<file path="src/hw/rtl/cmmu_pkg.sv">
`timescale 1ns / 1ps
package cmmu_pkg;

  localparam int SIDE   = 64;
  localparam int STATES = 6;

  localparam int XW     = $clog2(SIDE);
  localparam int DEPTH  = SIDE * SIDE;
  localparam int AW     = $clog2(DEPTH);
  localparam int SPIN_W = 3;
  localparam int BETA_W = 16;
  localparam int RND_W  = 16;

  localparam logic [BETA_W-1:0] BETA_RESET = 16'd4096;

  // coordinate reduction steps for a 6-bit input coordinate
  localparam int COORD_ITER = (SIDE >= 64) ? 0 : (63 / SIDE);

  localparam int COS_W  = 16;
  localparam int DSUM_W = COS_W + 3;
  localparam int CHG_W  = DSUM_W + BETA_W + 1;

  // change in Q.26 -> Q.16
  localparam int X_LO   = 10;
  localparam int XQ_W   = CHG_W - 1 - X_LO;
  localparam int FRAC_W = 16;
  localparam int N_W    = 4;
  localparam logic [XQ_W-1:0] EXP_LIMIT = XQ_W'(12 << 16);

  localparam int TERM_W    = 33;
  localparam int ACC_W     = TERM_W + 3;
  localparam int DIV_STEP  = 8;
  localparam int DIV_W     = ((TERM_W + DIV_STEP - 1) / DIV_STEP) * DIV_STEP;
  localparam int DIV_CYC   = DIV_W / DIV_STEP;
  localparam int DCNT_W    = $clog2(DIV_CYC + 1);
  localparam int K_W       = 4;
  localparam int SER_TERMS = 14;

  localparam logic [TERM_W-1:0] ONE_Q32 = TERM_W'(64'h1_0000_0000);
  localparam logic [31:0]       E1_Q32  = 32'd1580030169;
  localparam logic [TERM_W-1:0] HALF_Q16 = TERM_W'(32768);

  localparam logic [1:0] OP_UPDATE = 2'd0;
  localparam logic [1:0] OP_LOAD   = 2'd1;

  localparam logic signed [COS_W-1:0] COS_ROWS [0:8][0:7] = '{
    '{16'sd0, 16'sd0, 16'sd0, 16'sd0, 16'sd0, 16'sd0, 16'sd0, 16'sd0},
    '{16'sd0, 16'sd0, 16'sd0, 16'sd0, 16'sd0, 16'sd0, 16'sd0, 16'sd0},
    '{16'sd16384, -16'sd16384, 16'sd0, 16'sd0, 16'sd0, 16'sd0, 16'sd0, 16'sd0},
    '{16'sd16384, -16'sd8192, -16'sd8192, 16'sd0, 16'sd0, 16'sd0, 16'sd0, 16'sd0},
    '{16'sd16384, 16'sd0, -16'sd16384, 16'sd0, 16'sd0, 16'sd0, 16'sd0, 16'sd0},
    '{16'sd16384, 16'sd5063, -16'sd13255, -16'sd13255, 16'sd5063, 16'sd0, 16'sd0,
      16'sd0},
    '{16'sd16384, 16'sd8192, -16'sd8192, -16'sd16384, -16'sd8192, 16'sd8192, 16'sd0,
      16'sd0},
    '{16'sd16384, 16'sd10215, -16'sd3646, -16'sd14761, -16'sd14761, -16'sd3646,
      16'sd10215, 16'sd0},
    '{16'sd16384, 16'sd11585, 16'sd0, -16'sd11585, -16'sd16384, -16'sd11585, 16'sd0,
      16'sd11585}
  };

  typedef struct packed {
    logic [1:0]        op;
    logic [5:0]        site_x;
    logic [5:0]        site_y;
    logic [SPIN_W-1:0] proposed_spin;
    logic [RND_W-1:0]  random_fraction;
  } in_t;

  typedef struct packed {
    logic              accepted;
    logic [SPIN_W-1:0] site_spin;
  } out_t;

  typedef enum logic [2:0] {
    A_SITE,
    A_XP,
    A_YP,
    A_XM,
    A_YM
  } addr_sel_t;

  typedef enum logic [4:0] {
    S_IDLE,
    S_RD_SITE,
    S_RD_XP,
    S_RD_YP,
    S_RD_XM,
    S_RD_YM,
    S_NB_LAST,
    S_SCALE,
    S_CHECK,
    S_SER_MUL,
    S_SER_DIV,
    S_SER_ACC,
    S_CLAMP,
    S_POW,
    S_DECIDE,
    S_WRITE,
    S_DONE
  } state_t;

  typedef struct packed {
    logic      load_item;
    addr_sel_t addr_sel;
    logic      cap_old;
    logic      nb_acc;
    logic      scale;
    logic      ser_init;
    logic      ser_mul;
    logic      ser_div;
    logic      ser_acc;
    logic      clamp;
    logic      pow_step;
    logic      mem_write;
    logic      out_load;
  } cmd_t;

  typedef struct packed {
    logic [1:0] op;
    logic       change_le0;
    logic       change_big;
    logic       div_last;
    logic       ser_last;
    logic       pow_zero;
    logic       mc_pass;
    logic       out_free;
  } status_t;

  function automatic logic [SPIN_W-1:0] spin_mod(input logic [SPIN_W-1:0] s);
    logic [SPIN_W:0] v;
    v = {1'b0, s};
    for (int i = 0; i < 3; i++) begin
      if (v >= (SPIN_W+1)'(STATES)) begin
        v = v - (SPIN_W+1)'(STATES);
      end
    end
    return v[SPIN_W-1:0];
  endfunction

  function automatic logic signed [COS_W-1:0] cos_of(input logic [SPIN_W-1:0] a,
                                                     input logic [SPIN_W-1:0] b);
    logic [SPIN_W:0] d;
    d = {1'b0, spin_mod(a)} + (SPIN_W+1)'(STATES) - {1'b0, spin_mod(b)};
    if (d >= (SPIN_W+1)'(STATES)) begin
      d = d - (SPIN_W+1)'(STATES);
    end
    return COS_ROWS[STATES][d[2:0]];
  endfunction

  function automatic logic [XW-1:0] coord_mod(input logic [5:0] c);
    logic [8:0] w;
    w = {3'b000, c};
    for (int i = 0; i < COORD_ITER; i++) begin
      if (w >= 9'(SIDE)) begin
        w = w - 9'(SIDE);
      end
    end
    return XW'(w);
  endfunction

  function automatic logic [AW-1:0] site_addr(input logic [XW-1:0] x,
                                              input logic [XW-1:0] y);
    return AW'(int'(x) * SIDE + int'(y));
  endfunction

endpackage

</file>
<file path="src/hw/rtl/cmmu_ctrl.sv">
`timescale 1ns / 1ps
module cmmu_ctrl (
  input  logic              clk,
  input  logic              rst_n,
  input  logic              in_valid,
  output logic              in_ready,
  input  cmmu_pkg::status_t status,
  output cmmu_pkg::cmd_t    cmd
);

  cmmu_pkg::state_t state_r, state_nxt;

  always_ff @(posedge clk) begin
    if (!rst_n) begin
      state_r <= cmmu_pkg::S_IDLE;
    end else begin
      state_r <= state_nxt;
    end
  end

  always_comb begin
    state_nxt    = state_r;
    cmd          = '0;
    cmd.addr_sel = cmmu_pkg::A_SITE;
    in_ready     = 1'b0;
    case (state_r)
      cmmu_pkg::S_IDLE: begin
        in_ready = 1'b1;
        if (in_valid) begin
          cmd.load_item = 1'b1;
          state_nxt     = cmmu_pkg::S_RD_SITE;
        end
      end
      cmmu_pkg::S_RD_SITE: begin
        cmd.addr_sel = cmmu_pkg::A_SITE;
        state_nxt = (status.op == cmmu_pkg::OP_LOAD) ? cmmu_pkg::S_WRITE
                                                     : cmmu_pkg::S_RD_XP;
      end
      cmmu_pkg::S_RD_XP: begin
        cmd.addr_sel = cmmu_pkg::A_XP;
        cmd.cap_old  = 1'b1;
        state_nxt = (status.op == cmmu_pkg::OP_UPDATE) ? cmmu_pkg::S_RD_YP
                                                       : cmmu_pkg::S_DONE;
      end
      cmmu_pkg::S_RD_YP: begin
        cmd.addr_sel = cmmu_pkg::A_YP;
        cmd.nb_acc   = 1'b1;
        state_nxt    = cmmu_pkg::S_RD_XM;
      end
      cmmu_pkg::S_RD_XM: begin
        cmd.addr_sel = cmmu_pkg::A_XM;
        cmd.nb_acc   = 1'b1;
        state_nxt    = cmmu_pkg::S_RD_YM;
      end
      cmmu_pkg::S_RD_YM: begin
        cmd.addr_sel = cmmu_pkg::A_YM;
        cmd.nb_acc   = 1'b1;
        state_nxt    = cmmu_pkg::S_NB_LAST;
      end
      cmmu_pkg::S_NB_LAST: begin
        cmd.nb_acc = 1'b1;
        state_nxt  = cmmu_pkg::S_SCALE;
      end
      cmmu_pkg::S_SCALE: begin
        cmd.scale = 1'b1;
        state_nxt = cmmu_pkg::S_CHECK;
      end
      cmmu_pkg::S_CHECK: begin
        if (status.change_le0) begin
          state_nxt = cmmu_pkg::S_WRITE;
        end else if (status.change_big) begin
          state_nxt = cmmu_pkg::S_DONE;
        end else begin
          cmd.ser_init = 1'b1;
          state_nxt    = cmmu_pkg::S_SER_MUL;
        end
      end
      cmmu_pkg::S_SER_MUL: begin
        cmd.ser_mul = 1'b1;
        state_nxt   = cmmu_pkg::S_SER_DIV;
      end
      cmmu_pkg::S_SER_DIV: begin
        cmd.ser_div = 1'b1;
        if (status.div_last) begin
          state_nxt = cmmu_pkg::S_SER_ACC;
        end
      end
      cmmu_pkg::S_SER_ACC: begin
        cmd.ser_acc = 1'b1;
        state_nxt = status.ser_last ? cmmu_pkg::S_CLAMP : cmmu_pkg::S_SER_MUL;
      end
      cmmu_pkg::S_CLAMP: begin
        cmd.clamp = 1'b1;
        state_nxt = cmmu_pkg::S_POW;
      end
      cmmu_pkg::S_POW: begin
        if (status.pow_zero) begin
          state_nxt = cmmu_pkg::S_DECIDE;
        end else begin
          cmd.pow_step = 1'b1;
        end
      end
      cmmu_pkg::S_DECIDE: begin
        state_nxt = status.mc_pass ? cmmu_pkg::S_WRITE : cmmu_pkg::S_DONE;
      end
      cmmu_pkg::S_WRITE: begin
        cmd.mem_write = 1'b1;
        state_nxt     = cmmu_pkg::S_DONE;
      end
      cmmu_pkg::S_DONE: begin
        if (status.out_free) begin
          cmd.out_load = 1'b1;
          state_nxt    = cmmu_pkg::S_IDLE;
        end
      end
      default: begin
        state_nxt = cmmu_pkg::S_IDLE;
      end
    endcase
  end

endmodule

</file>
<file path="config.mk">
export PLATFORM = sky130hd
export DESIGN_NAME = cmmu_ctrl
export DESIGN_NICKNAME = d
export VERILOG_FILES = /design/src/hw/rtl/cmmu_pkg.sv /design/src/hw/rtl/cmmu_ctrl.sv
export SDC_FILE = /design/constraint.sdc
export NUM_CORES = 1
export LEC_CHECK = 0
export BUFFER_PORTS_ARGS = -buffer_cell sky130_fd_sc_hd__clkbuf_2
export CAP_MARGIN = 20
export CORE_AREA = 4 4 41 43
export CTS_BUF_LIST = sky130_fd_sc_hd__clkbuf_4
export DETAILED_ROUTE_END_ITERATION = 10
export DIE_AREA = 0 0 45 47
export GPL_ROUTABILITY_DRIVEN = 0
export GPL_TIMING_DRIVEN = 0
export MAX_ROUTING_LAYER = met4
export PLACE_DENSITY = 0.75
export SLEW_MARGIN = 20
export SYNTH_ARGS = -nofsm -noshare
export SYNTH_HDL_FRONTEND = slang
export SYNTH_SLANG_ARGS = --single-unit
</file>
<file path="constraint.sdc">
create_clock -name clk -period 3.9 [get_ports clk]
set_input_delay 0.975 -clock clk [delete_from_list [all_inputs] [get_ports clk]]
set_output_delay 0.975 -clock clk [all_outputs]
set_load 0.05 [all_outputs]
</file>
==> impl.org <==
** Clock network
- In this run the number of H-tree levels came out at 1.
- Once the clock tree was built, the setup fixing pass inserted 0 buffers.
- For this design, the CTS-stage hold fixing added 0 buffers.
- TritonCTS built the clock tree.
- Counting every sink on the clock net gives 5.
- Cts repair resizes :: 0
- CTS Root Buffer Type :: sky130_fd_sc_hd__clkbuf_4
- CTS Buffer Depth :: 2
- Clock latency at the later pin of the worst-skew pair :: 240 ps
- CTS buffer count :: 3
- Clock-pin slew was measured on the worst setup and hold paths at 40 ps.

** Floorplanning
- Initial core utilization :: 46.7%
- The core region is 0.00130 sq mm.
- Die span in x :: 45 microns
- The die covers 0.00212 sq mm.
- After floorplanning, the core was divided into 13 placement rows.
- Ports :: 28
- Measured along the y axis, the die boundary spans 47 microns.

** Logic synthesis
- Share of synthesized registers carrying an async set or reset :: 0%
- Mapped cell area :: 608 sq um
- Most repeated cell in the gate-level netlist after synthesis :: sky130_fd_sc_hd__nor3_1
- Post-Syn Nets :: 102
- Fraction of the yosys area taken by sequential cells :: 16.5%
- Number of enable flip-flop cells after synthesis :: 0
- Post-synthesis instance total :: 90
- Number of synthesized register bits :: 5
- During synthesis, Yosys emitted a total of 0 warnings.
- The commonest cells after synthesis are sky130_fd_sc_hd__nor3_1, sky130_fd_sc_hd__nor2_1, sky130_fd_sc_hd__nand2b_1.
- Summed over all instances, the cell type with the most area after synthesis is sky130_fd_sc_hd__dfxtp_1.
- A synthesized cell averages 6.76 sq um.
- Proportion of netlist area held by the largest area contributor :: 16.5%
- Cells taking the most area after synthesis :: sky130_fd_sc_hd__dfxtp_1, sky130_fd_sc_hd__nor3_1, sky130_fd_sc_hd__nand2b_1
- Main flop type after synthesis :: sky130_fd_sc_hd__dfxtp_1
- Number of library cell types mapped by synthesis :: 36

** STA
- Final-report max-slew violation count :: 0
- The final number of hold-violating endpoints came to 0.
- Timing would allow up to 354 MHz.
- Pin slew with the least headroom to its limit :: 471 ps
- Maximum clock skew at final layout :: 2.16 ps
- Period Utilization, post-route :: 72.4%
- Setup repair after global routing missed its margin :: no
- Worst hold slack across all endpoints :: 715 ps
- Fin crit period :: 2820 ps
- Measured against its own limit, the worst slew margin works out to 68.6%.
- Setup_tns :: 0 ps
- Finish-stage setup viols :: 0

** Route
- Once detail routing completed, the nets flagged for antenna violations numbered 0.
- 1st-pass router iterations :: 4
- Dividing the detail-routed via count by the number of cells gives 5.94.
- In this run, the number of DRC markers left after iteration 0 of detailed routing was 24.
- Per-cell routed wire length :: 13.9 microns
- The final route contains 808 vias.
- The routed design has 1890 microns of wire.
- In the routed design, unresolved DRC markers number 0.

** Worst setup path
- Crit Path Category :: reg -> out
- Cell with the largest stage delay on the worst path :: sky130_fd_sc_hd__clkbuf_1
- Cells along the critical path :: buf_2 -> clkbuf_1 -> nand2_1 -> o22a_1 -> nor3_1 -> clkbuf_2
- Maximum fanout along the worst path :: 10
- Kind of start point of the critical path :: flip-flop
- For this run, the slowest stage of the critical path takes 370 ps.
- STA classifies the critical path endpoint as an output port.
- Data arrival, critical path :: 1850 ps
- For the worst setup path, the data required time is 2920 ps.

** Cells and area
- The largest registers in the layout are state_r x5.
- Register with the highest flop count :: state_r
- Flip-flop count of the largest register, all copies and words added :: 5
- Number of antenna cells inserted :: 0
- Fin nets :: 134
- The post-route netlist has 32.2% of its cells at a drive strength greater than 1.
- Area growth from synthesis to final layout :: 30.2%
- Non-filler instance count after layout :: 136

** Power
- Dividing total power by cell area gives a power density of 822 mW/mm^2.
- Final Power :: 651 uW
- The analysis attributes to cell leakage a power of 0.000343 uW.
- Largest voltage drop on the vdd net :: 0.501 mV

** Hold path
- Class of the worst hold path :: reg -> reg

** GRT
- The first global-routing pass estimated 3130 microns of wire.
- The total overflow left after global routing is 0.
- The number of global-route vias before repair was 735.
- Aggregate global-route resource usage :: 20.8%
- Pin count of the biggest net entering global routing :: 11
- Number of antenna violations at the first check in global routing :: 0

** Status
- The flow ran to the end, and the final reports show no timing, DRC or antenna violations.

** Flow run
- MaxCap Viol Count :: 0

** Place
- Total placed cells including tap cells :: 132
- Number of buffers added on ports :: 27
- Summed over all nets, the half-perimeter wirelength after detailed placement is 1460 microns.
-- power by group --
| part | leakage (uW) | switching, uW | total (uW) | internal (uW) |
|---|---|---|---|---|
| combinational | 0.000284 | 353 | 511 | 158 |
| clock | 0.0000184 | 19.1 | 64.5 | 45.5 |
| sequential | 0.0000410 | 7.23 | 75.5 | 68.3 |
| total | 0.000343 | 379 | 651 | 271 |
-- per-layer routing --
metal | track usage (%) | vias up | part of all wire, %
li1 | - | 395 | -
met1 | 24.6 | 374 | 41
met2 | 34.2 | 39 | 51
met3 | 8.43 | 0 | 8.6
met4 | 2.34 | 0 | 0
met5 | - | - | 0
-- path summary, 6_finish.rpt --
check                             to                     from  cells past startpoint  slack [ps]
max reg2reg  state_r[0]$_SDFFE_PN0P_  state_r[3]$_SDFFE_PN0P_                      5        2340
min reg2reg  state_r[4]$_SDFFE_PN0P_  state_r[0]$_SDFFE_PN0P_                      4         710
min          state_r[4]$_SDFFE_PN0P_  state_r[0]$_SDFFE_PN0P_                      4         710
max                          cmd[12]  state_r[1]$_SDFFE_PN0P_                      6        1080
-- per-stage QoR --
step / cell area (sq um) / setup slack, ps / utilization, %
2_1_floorplan: 608 / 395 / -
3_3_place_gp: 762 / 1150 / 58.6
3_5_place_dp: 762 / 1150 / 58.6
4_1_cts: 792 / 1060 / 60.9
5_1_grt: 792 / 875 / 60.9
6_report: 792 / 1080 / 60.9
-- placed cells by master (no fill, tap or decap), types with 2 or more instances in the layout --
cell                       netlist  routed
sky130_fd_sc_hd__a31oi_1         2       2
sky130_fd_sc_hd__and3_1          2       2
sky130_fd_sc_hd__o21ai_0         3       3
sky130_fd_sc_hd__a21oi_1         4       4
sky130_fd_sc_hd__inv_1           5       5
sky130_fd_sc_hd__nor4_1          3       3
sky130_fd_sc_hd__nor3_1         11      11
sky130_fd_sc_hd__clkbuf_1        3       3
sky130_fd_sc_hd__nor2_1          8       8
sky130_fd_sc_hd__nand3b_1        2       2
sky130_fd_sc_hd__nand3_1         2       2
sky130_fd_sc_hd__dfxtp_1         5       5
sky130_fd_sc_hd__nand2_1         6       6
sky130_fd_sc_hd__clkbuf_4        0       4
sky130_fd_sc_hd__o22ai_1         2       2
sky130_fd_sc_hd__clkbuf_2        0      27
sky130_fd_sc_hd__a311o_1         2       2
sky130_fd_sc_hd__nand2b_1        7       7
sky130_fd_sc_hd__buf_2           4       4
-- final cells by class --
type | instances | area (sq um)
Fill cell | 137 | 509
Multi-Input combinational cell | 71 | 439
Tap cell | 15 | 18.8
Sequential cell | 5 | 100
Clock buffer | 4 | 30.0
Buffer | 9 | 50.0
Inverter | 5 | 18.8
Timing Repair Buffer | 27 | 135
-- worst max-delay path: cells and delay by family, from the launching register on --
kind / cells / cell delay, ps
buffers and inverters: 3 / 850
and+or+nand+nor: 2 / 270
DFF: 1 / 300
AOI/OAI and AO/OA: 1 / 200
-- kinds of logic (layout without fill, tap and decap cells) --
group / count (synthesis) / after routing / share of synthesized area (%)
simple gates: 46 / 46 / 41.8
compound gates: 22 / 22 / 25.7
buf+inv: 14 / 45 / 11.3
flops: 5 / 5 / 16.5
fa+ha+maj: 1 / 1 / 1.65
xor+xnor: 1 / 1 / 1.44
mux: 1 / 1 / 1.65
No activity file was read; power rests on OpenSTA's default activity.
